**config.mk**
```make
export PLATFORM = sky130hd
export DESIGN_NAME = sorted_unique_set_insert
export DESIGN_NICKNAME = d
export VERILOG_FILES = /design/src/design/susi_pkg.sv /design/src/design/susi_front.sv /design/src/design/susi_queue.sv /design/src/design/susi_back.sv /design/src/design/sorted_unique_set_insert.sv
export SDC_FILE = /design/constraint.sdc
export NUM_CORES = 2
export LEC_CHECK = 0
export BUFFER_PORTS_ARGS = -buffer_cell sky130_fd_sc_hd__buf_2
export CELL_PAD_IN_SITES_DETAIL_PLACEMENT = 0
export CELL_PAD_IN_SITES_GLOBAL_PLACEMENT = 2
export CORE_MARGIN = 2
export CORE_UTILIZATION = 44
export DETAILED_ROUTE_END_ITERATION = 7
export PLACE_DENSITY = 0.84
export SYNTH_ARGS = -nofsm -noshare
export SYNTH_HDL_FRONTEND = slang
export SYNTH_SLANG_ARGS = --single-unit
```
**constraint.sdc**
```tcl
create_clock -name clk -period 6.1 [get_ports clk]
set_input_delay 0.61 -clock clk [delete_from_list [all_inputs] [get_ports clk]]
set_output_delay 0.61 -clock clk [all_outputs]
set_load 0.1 [all_outputs]
```
**src/design/susi_pkg.sv**
```systemverilog
// Shared types and constants for the sorted unique set.
package susi_pkg;

	localparam int unsigned CAPACITY_DEF = 32;
	localparam int unsigned QUEUE_DEPTH  = 2;

	typedef enum logic {
		CMD_INSERT = 1'b0,
		CMD_LIST   = 1'b1
	} cmd_t;

	typedef enum logic {
		OP_INSERT = 1'b0,
		OP_LIST   = 1'b1
	} op_t;

	localparam logic [2:0] ST_INSERTED  = 3'd0;
	localparam logic [2:0] ST_DUPLICATE = 3'd1;
	localparam logic [2:0] ST_FULL      = 3'd2;
	localparam logic [2:0] ST_LISTED    = 3'd3;
	localparam logic [2:0] ST_EMPTY     = 3'd4;

	typedef struct packed {
		op_t                op;
		logic signed [31:0] value;
	} item_t;

endpackage

```
**src/design/susi_front.sv**
```systemverilog
// Command front end: takes words from the start/busy port and decodes them for the queue.
module susi_front (
	input  logic               start,
	input  logic               command,
	input  logic signed [31:0] value,
	input  logic               queue_full,
	output logic               busy,
	output logic               push,
	output susi_pkg::item_t    item
);
	import susi_pkg::*;

	assign busy = queue_full;
	assign push = start && !queue_full;

	always_comb begin
		unique case (cmd_t'(command))
			CMD_INSERT: begin
				item.op    = OP_INSERT;
				item.value = value;
			end
			CMD_LIST: begin
				item.op    = OP_LIST;
				item.value = '0;
			end
			default: begin
				item.op    = OP_LIST;
				item.value = '0;
			end
		endcase
	end

endmodule

```
**src/design/susi_queue.sv**
```systemverilog
// Short command queue between the front end and the set engine.
module susi_queue #(
	parameter int unsigned DEPTH = susi_pkg::QUEUE_DEPTH
) (
	input  logic            clk,
	input  logic            arst_n,
	input  logic            push,
	input  susi_pkg::item_t push_item,
	input  logic            pop,
	output logic            full,
	output logic            valid,
	output susi_pkg::item_t head
);
	import susi_pkg::*;

	localparam int PW = (DEPTH > 1) ? $clog2(DEPTH) : 1;
	localparam int CW = $clog2(DEPTH + 1);

	item_t         slot_q [DEPTH];
	logic [PW-1:0] wr_ptr_q, rd_ptr_q;
	logic [CW-1:0] count_q;

	assign full  = (count_q == CW'(DEPTH));
	assign valid = (count_q != '0);
	assign head  = slot_q[rd_ptr_q];

	always_ff @(posedge clk) begin
		if (push) begin
			slot_q[wr_ptr_q] <= push_item;
		end
	end

	always_ff @(posedge clk or negedge arst_n) begin
		if (!arst_n) begin
			wr_ptr_q <= '0;
			rd_ptr_q <= '0;
			count_q  <= '0;
		end else begin
			if (push) begin
				wr_ptr_q <= (wr_ptr_q == PW'(DEPTH - 1)) ? '0 : wr_ptr_q + PW'(1);
			end
			if (pop) begin
				rd_ptr_q <= (rd_ptr_q == PW'(DEPTH - 1)) ? '0 : rd_ptr_q + PW'(1);
			end
			case ({push, pop})
				2'b10:   count_q <= count_q + CW'(1);
				2'b01:   count_q <= count_q - CW'(1);
				default: count_q <= count_q;
			endcase
		end
	end

	assert property (@(posedge clk) disable iff (!arst_n) !(push && full))
		else $error("queue written while full");
	assert property (@(posedge clk) disable iff (!arst_n) !(pop && !valid))
		else $error("queue read while empty");
	assert property (@(posedge clk) disable iff (!arst_n) count_q <= CW'(DEPTH))
		else $error("queue count out of range");

endmodule

```
**src/design/susi_back.sv**
```systemverilog
// Set engine: a row of compare cells holding the sorted entries, plus the insert/list sequencer.
module susi_back #(
	parameter int unsigned CAPACITY = susi_pkg::CAPACITY_DEF
) (
	input  logic               clk,
	input  logic               arst_n,
	input  logic               q_valid,
	input  susi_pkg::item_t    q_item,
	output logic               q_pop,
	output logic               done,
	output logic signed [31:0] result_value,
	output logic [2:0]         status,
	output logic               last
);
	import susi_pkg::*;

	localparam int CW = $clog2(CAPACITY + 1);
	localparam int IW = $clog2(CAPACITY);

	typedef enum logic [1:0] {
		S_IDLE,
		S_INS,
		S_LIST
	} state_t;

	state_t             state_q;
	logic signed [31:0] cell_q [CAPACITY];
	logic signed [31:0] cell_up [CAPACITY];
	logic signed [31:0] cell_dn [CAPACITY];
	logic [CW-1:0]      count_q;
	logic [CW-1:0]      count_m1;
	logic [IW-1:0]      idx_q;
	logic [CAPACITY-1:0] lt_c, eq_c, lt_q, eq_q, take_new, at_end;
	logic signed [31:0] ins_value_q;
	logic               dup, full, list_last;

	assign count_m1  = count_q - CW'(1);
	assign dup       = |eq_q;
	assign full      = (count_q == CW'(CAPACITY));
	assign list_last = (CW'(idx_q) == count_m1);
	assign q_pop     = (state_q == S_IDLE) && q_valid;

	// Every cell compares against the queue head at once; the results form a sorted prefix mask.
	for (genvar g = 0; g < CAPACITY; g++) begin : g_cell
		assign lt_c[g]   = (CW'(g) < count_q) && (cell_q[g] < q_item.value);
		assign eq_c[g]   = (CW'(g) < count_q) && (cell_q[g] == q_item.value);
		assign at_end[g] = (CW'(g) == count_m1);
		if (g == 0) begin : g_head
			assign take_new[g] = 1'b1;
			assign cell_dn[g]  = ins_value_q;
		end else begin : g_body
			assign take_new[g] = lt_q[g-1];
			assign cell_dn[g]  = cell_q[g-1];
		end
		if (g == CAPACITY - 1) begin : g_tail
			assign cell_up[g] = cell_q[g];
		end else begin : g_inner
			assign cell_up[g] = cell_q[g+1];
		end
	end

	always_ff @(posedge clk) begin
		if (state_q == S_INS && !dup && !full) begin
			// Keep cells below the slot, drop the new word in, shift the rest up.
			for (int i = 0; i < CAPACITY; i++) begin
				if (!lt_q[i]) begin
					cell_q[i] <= take_new[i] ? ins_value_q : cell_dn[i];
				end
			end
		end else if (state_q == S_LIST) begin
			// Rotate the filled prefix so the head cell walks through every entry.
			for (int i = 0; i < CAPACITY; i++) begin
				cell_q[i] <= at_end[i] ? cell_q[0] : cell_up[i];
			end
		end
	end

	always_ff @(posedge clk or negedge arst_n) begin
		if (!arst_n) begin
			state_q      <= S_IDLE;
			count_q      <= '0;
			idx_q        <= '0;
			lt_q         <= '0;
			eq_q         <= '0;
			ins_value_q  <= '0;
			done         <= 1'b0;
			result_value <= '0;
			status       <= ST_INSERTED;
			last         <= 1'b0;
		end else begin
			done <= 1'b0;
			unique case (state_q)
				S_IDLE: begin
					if (q_valid) begin
						if (q_item.op == OP_INSERT) begin
							lt_q        <= lt_c;
							eq_q        <= eq_c;
							ins_value_q <= q_item.value;
							state_q     <= S_INS;
						end else if (count_q == '0) begin
							done         <= 1'b1;
							result_value <= '0;
							status       <= ST_EMPTY;
							last         <= 1'b1;
						end else begin
							idx_q   <= '0;
							state_q <= S_LIST;
						end
					end
				end
				S_INS: begin
					done         <= 1'b1;
					result_value <= ins_value_q;
					last         <= 1'b1;
					if (dup) begin
						status <= ST_DUPLICATE;
					end else if (full) begin
						status <= ST_FULL;
					end else begin
						status  <= ST_INSERTED;
						count_q <= count_q + CW'(1);
					end
					state_q <= S_IDLE;
				end
				S_LIST: begin
					done         <= 1'b1;
					result_value <= cell_q[0];
					status       <= ST_LISTED;
					last         <= list_last;
					idx_q        <= idx_q + IW'(1);
					if (list_last) begin
						state_q <= S_IDLE;
					end
				end
				default: state_q <= S_IDLE;
			endcase
		end
	end

	assert property (@(posedge clk) disable iff (!arst_n) count_q <= CW'(CAPACITY))
		else $error("entry count above capacity");
	assert property (@(posedge clk) disable iff (!arst_n) (state_q == S_LIST) |-> (count_q != '0))
		else $error("listing an empty set");
	assert property (@(posedge clk) disable iff (!arst_n)
		(done && status == ST_INSERTED) |-> (count_q == $past(count_q) + CW'(1)))
		else $error("insert reported without count growth");
	assert property (@(posedge clk) disable iff (!arst_n)
		(done && last && status == ST_LISTED) |-> (state_q == S_IDLE))
		else $error("list run did not end on its last word");

endmodule

```
**src/design/sorted_unique_set_insert.sv**
```systemverilog
// Sorted unique set of signed 32-bit values: insert with duplicate/full check, ordered list.
// Flow: a command taken on start is registered in the queue, then in the compare cells, before
// its first result strobes; an empty list answers from the idle sequencer without that compare
// step. An insert gives one result and a list one per entry; the next word pops only when idle.
// busy rises only when the two-word command queue fills. Results are single-cycle strobes on
// done; the receiver cannot stall.
// arst_n clears the entry count, queue and sequencer; stored entries are not cleared.
module sorted_unique_set_insert #(
	parameter int unsigned CAPACITY = susi_pkg::CAPACITY_DEF
) (
	input  logic               clk,
	input  logic               arst_n,
	input  logic               start,
	output logic               busy,
	input  logic               command,
	input  logic signed [31:0] value,
	output logic               done,
	output logic signed [31:0] result_value,
	output logic [2:0]         status,
	output logic               last
);
	import susi_pkg::*;

	item_t push_item, head_item;
	logic  push, pop, q_full, q_valid;

	susi_front u_front (
		.start      (start),
		.command    (command),
		.value      (value),
		.queue_full (q_full),
		.busy       (busy),
		.push       (push),
		.item       (push_item)
	);

	susi_queue #(
		.DEPTH (QUEUE_DEPTH)
	) u_queue (
		.clk       (clk),
		.arst_n    (arst_n),
		.push      (push),
		.push_item (push_item),
		.pop       (pop),
		.full      (q_full),
		.valid     (q_valid),
		.head      (head_item)
	);

	susi_back #(
		.CAPACITY (CAPACITY)
	) u_back (
		.clk          (clk),
		.arst_n       (arst_n),
		.q_valid      (q_valid),
		.q_item       (head_item),
		.q_pop        (pop),
		.done         (done),
		.result_value (result_value),
		.status       (status),
		.last         (last)
	);

endmodule

```
[Yosys cells after proc, flatten, opt, wreduce, memory -nomap -nowiden]
Memories as Yosys holds them, arrays and structs flattened.
Cells that the tools add are included.
Storage, ports and cells
  bits in registers: 150
  memory bits (writable): 1090
  output and inout bits: 38
  word-level logic and storage cells: 510
  memories kept: 2
Operators by class
  $add $sub $neg: 7
  $lt $le $gt $ge: 64
  eq/ne operators: 76
  muxes and demuxes: 227
  bitwise logic cells: 36
  reduce and logical (&&, ||, !) cells: 85
Memory list
  u_back.cell_q: depth 32, width 32, rd ports 32, clocked after memory_dff 0, write ports 32, RTL line susi_back.sv:27  | logic signed [31:0] cell_q [CAPACITY];
  u_queue.slot_q: depth 2, width 33, rd ports 1, clocked after memory_dff 0, write ports 1, RTL line susi_queue.sv:19  | item_t slot_q [DEPTH];
Operator list (count)
  2-to-1 mux 32 bit: 98
  equality test 32 bit: 32
  less-than comparator 32 bit: 32
  2-to-1 mux 1 bit: 109
  equality test 5 x 6 -> 1 bit, first input constant: 16
  less-than comparator 5 x 6 -> 1 bit, first input constant: 16
  one-hot mux 32 bit (3 select lines): 1
  logical AND 1 bit: 68
  one-hot mux 33 bit (2 select lines): 1
  equality test 4 x 6 -> 1 bit, first input constant: 8
  less-than comparator 4 x 6 -> 1 bit, first input constant: 8
  bitwise OR 1 bit: 32
  OR reduction 32 bit: 1
  equality test 3 x 6 -> 1 bit, first input constant: 4
  less-than comparator 3 x 6 -> 1 bit, first input constant: 4
  2-to-1 mux 5 bit: 3
  equality test 2 x 6 -> 1 bit, first input constant: 2
  zero test 6 bit: 2
  less-than comparator 1 x 6 -> 1 bit, first input constant: 2
  less-than comparator 2 x 6 -> 1 bit, first input constant: 2
  2-to-1 mux 3 bit: 4
  2-to-1 mux 2 bit: 5
  one-hot mux 5 bit (2 select lines): 1
  one-hot mux 3 bit (3 select lines): 1
  other kinds (25): 43

[Longest topological paths before layout]
  depth after elaboration: 7
  gate-level depth with buffers: 13
  mapped depth without buffers: 9

[Modules after synthesis]
From an unflattened synthesis, not the netlist that was laid out.
Second synthesis, totals
  cell total of the unflattened synthesis: 9358
  area, all modules: 94475.6 um2
By module, submodules not included
  susi_back: instances 1, cells an instance 9201, area each 91511.5 um2
  susi_queue: instances 1, cells an instance 119, area each 2720.1 um2
  susi_front: instances 1, cells an instance 38, area each 244.0 um2

[Worst setup path after synthesis]
Ideal clock, no wire load.
  path kind: register to register
  start point: register u_back.count_q[1]
  end point: memory u_back.cell_q[3][4], in the netlist u_back.cell_q[0][100], enable pin
  library setup time: 0.466 ns
  data arrival time: 4.620 ns
  data required time: 5.634 ns
  setup slack: 1.014 ns
  cell stages (with the launch flop): 11
  buffers on the path: 4
  clock period less this slack: 5.086 ns
  cells stage by stage: dfrtp_1 > buf_2 > inv_1 > ha_1 > nor3b_2 > and3_4 > or4_1 > clkbuf_1 > clkbuf_1 > clkbuf_1 > o21ai_0
RTL lines
  from (decl): RTL line susi_back.sv:30  | logic [CW-1:0] count_q;
  from (signal assigned): RTL line susi_back.sv:121  | count_q <= count_q + CW'(1);
  to (decl): RTL line susi_back.sv:27

==> run_results.csv <==
group,metric,value,unit
yosys,syn_inst,8856,
yosys,syn_area,94100,um2
global_route,grtUsageTotal,0.328,
clocking,cts_made_buffers,152,
routing,avgViaCountPerCell,6.55,
yosys,synth-edff-count,1090,
yosys,avgSynthCellArea,10.6,um2
timing,final_max_slew_viol_count,0,
layout,final_util,0.486,
critical_path,timing.rr.start,"u_back.count_q[1]",
clocking,cts_tree,"done",
placed_design,placed_cells,11300,
critical_path,timing.critical_path.fanout_max,28,
timing,worst_slew_pin_slew,1.36,ns
timing,rsz0062_at_grt,"false",
global_route,grt_pass1_wl,522000,um
routing,drtIter0Drc,9591,
floorplanning,ioPinCount,74,
critical_path,cp.required,6.63,ns
floorplanning,initial_core_util,0.443,
yosys,synth_cell_types,78,
routing,routed_wl,366000,um
clocking,clock_latency,0.85,ns
critical_path,endpoint_kind,"flip-flop",
timing,hold_ws,0.111,ns
yosys,async_reset_ff_frac,0.121,
layout,area_growth,9.69,%
clocking,root_buffer,"clkbuf_16",
timing,setup_viol_count_final,0,
timing,fin_skew,0.0336,ns
critical_path,arrival,5.44,ns
yosys,yosysSeqAreaShare,0.388,
critical_path,reg2reg_slack,1.19,ns
placed_design,io_buffers,73,
clocking,htree_levels,4,
global_route,antenna_found_initial,11,
global_route,globalRouteOverflowTotal,0,
layout,layout-drive-gt1-share,0.0966,
critical_path,reg2reg_depth,10,
run_status,status,"finished clean",
layout,layoutNonFillerInstCount,11600,
yosys,yosys_warnings,0,
yosys,ys.flop_type,"edfxtp_1",
critical_path,critPathLaunchType,"flip-flop",
clocking,clk_path_buf_depth,3,
floorplanning,die_w,466,um
layout,nNetsFinal,9746,
floorplanning,core-area,212000,um2
routing,drtAntennaViolNets,0,
yosys,syn_nets,9929,
timing,fin_tns_setup,0,ns
timing,period_needed,4.91,ns
routing,vias,76200,
placed_design,dpl.hpwl,258000,um
critical_path,critPathKind,"flip-flop to flip-flop",
placed_design,place.gp.congestion,0.942,
critical_path,r2r_end,"u_back.cell_q[0][117]",
timing,relSlewSlack,0.0808,
routing,drc,0,
run,maxCapViolCount,0,
critical_path,critPathCapture,"u_back.cell_q[0][117]",
timing,fin_crit_sh,0.804,
floorplanning,dieArea,217000,um2
floorplanning,die_height,466,um
hold_path,hp-class,"primary input to flip-flop",
yosys,ys_ff_latch,1240,
global_route,grt_pass1_vias,72900,
clocking,clk_pin_slew,0.06,ns
global_route,grt_max_degree,218,
routing,firstDrtPassIters,6,
clocking,numClockSinks,1240,
critical_path,crit_start,"u_back.count_q[1]",
routing,wl_per_cell,31.5,um
timing,hold_viol,0,
floorplanning,core.rowCount,169,
timing,max_freq,204,MHz
==> area by class of cell <==
| cell class | count | area (um2) |
|---|---|---|
| inverters | 71 | 267 |
| well taps | 2821 | 3530 |
| fillers | 19400 | 109000 |
| diodes | 6 | 15.0 |
| repair buffers | 382 | 3020 |
| clock buffers | 224 | 4260 |
| flip-flops and latches | 1240 | 36600 |
| multi-input cells | 6826 | 54900 |
| clock inverters | 59 | 571 |
==> metrics by stage <==
stage	cell area (um2)	setup slack, ns
2_1_floorplan	94100	1.01
3_3_place_gp	98300	1.47
3_5_place_dp	98300	1.33
4_1_cts	103000	1.32
5_1_grt	103000	0.929
6_report	103000	1.19
==> placed cells by master, fill, tap and decap left out, types with 67 or more instances in the layout <==
cell          n
mux2i_1    1670
edfxtp_1   1090
ha_1       1036
a21oi_1    1009
nor2b_1     580
a211oi_1    541
nand2_1     454
buf_4       282
nor2_1      245
o21ai_0     222
nand4_1     188
clkbuf_16   155
a21o_1      153
dfrtp_1      87
buf_2        72
inv_1        69
nand3_1      67
==> Yosys cell counts, types with 137 or more instances <==
| library cell | n | area (um2) |
|---|---|---|
| a21oi_1 | 1010 | 5050 |
| clkbuf_1 | 446 | 1670 |
| mux2i_1 | 1701 | 17000 |
| buf_2 | 137 | 686 |
| ha_1 | 1037 | 13000 |
| o21ai_0 | 253 | 1270 |
| nand2_1 | 455 | 1710 |
| edfxtp_1 | 1090 | 32700 |
| dfrtp_1 | 150 | 3750 |
| nand4_1 | 188 | 1180 |
| nor2b_1 | 581 | 3630 |
| a211oi_1 | 541 | 4060 |
| a21o_1 | 153 | 1150 |
| nor2_1 | 249 | 935 |
==> cells by family after synthesis <==
kind of cell / Yosys count / synth area share
adders and majority gates: 1037 / 0.138
and+or+nand+nor: 1758 / 0.0984
DFF: 1240 / 0.388
AOI/OAI and AO/OA: 2229 / 0.147
muxes: 1767 / 0.189
buffers and inverters: 790 / 0.0369
xor gates and xnor gates: 35 / 0.00326
==> state kept, by name, summed over array words and instances (netlist names) <==
register and count:
u_back.eq_q 32, u_back.done 1, u_queue.count_q 2, u_back.count_q 6, u_back.state_q 2, u_back.last 1
u_queue.rd_ptr_q 1, u_back.idx_q 5, u_back.result_value 32, u_back.status 3, u_queue.wr_ptr_q 1, u_back.ins_value_q 32
u_back.lt_q 32, u_back.cell_q 1024, u_queue.slot_q 66
==> worst max-delay path, stage by stage, from the launching register on <==
cell	delay (ns)
dfrtp_1	0.54
inv_1	0.23
ha_1	0.57
nor3b_2	0.45
xnor2_1	0.29
nor3b_2	0.46
nand2_1	0.41
nor2_4	1.00
buf_4	0.29
mux2i_1	0.21
a21oi_1	0.12
==> what timing repair did <==
item                       CTS  global route
hold buffers                 1             0
buffers inserted             0             0
gates resized for setup      0             0
setup endpoints to repair    0             0
hold endpoints to repair    70             0
==> worst min path at each step <==
stage                                from               endpoint  slack [ns]  cells after the start
after floorplan                    arst_n      u_back.count_q[0]        0.31                      0
after global placement    u_back.eq_q[22]        u_back.eq_q[22]        0.46                      2
after detailed placement  u_back.eq_q[10]        u_back.eq_q[10]        0.46                      2
after CTS                       value[11]  u_queue.slot_q[0][11]        0.07                      2
after global routing            value[18]  u_queue.slot_q[1][18]        0.10                      2
final                            value[6]   u_queue.slot_q[0][6]        0.11                      2
==> layer usage <==
metal | up-vias | wire length, um | share of wire | global-route usage
met5 | - | 51 | 0.00014 | 0
met1 | 37600 | 160000 | 0.44 | 0.474
met4 | 6 | 18800 | 0.051 | 0.150
met3 | 766 | 36500 | 0.10 | 0.0601
met2 | 4165 | 151000 | 0.41 | 0.472
li1 | 33700 | - | - | -
Power is left out: the tool's default activity adds up to more than one toggle a clock period on the data nets, which glitch-free logic cannot reach.
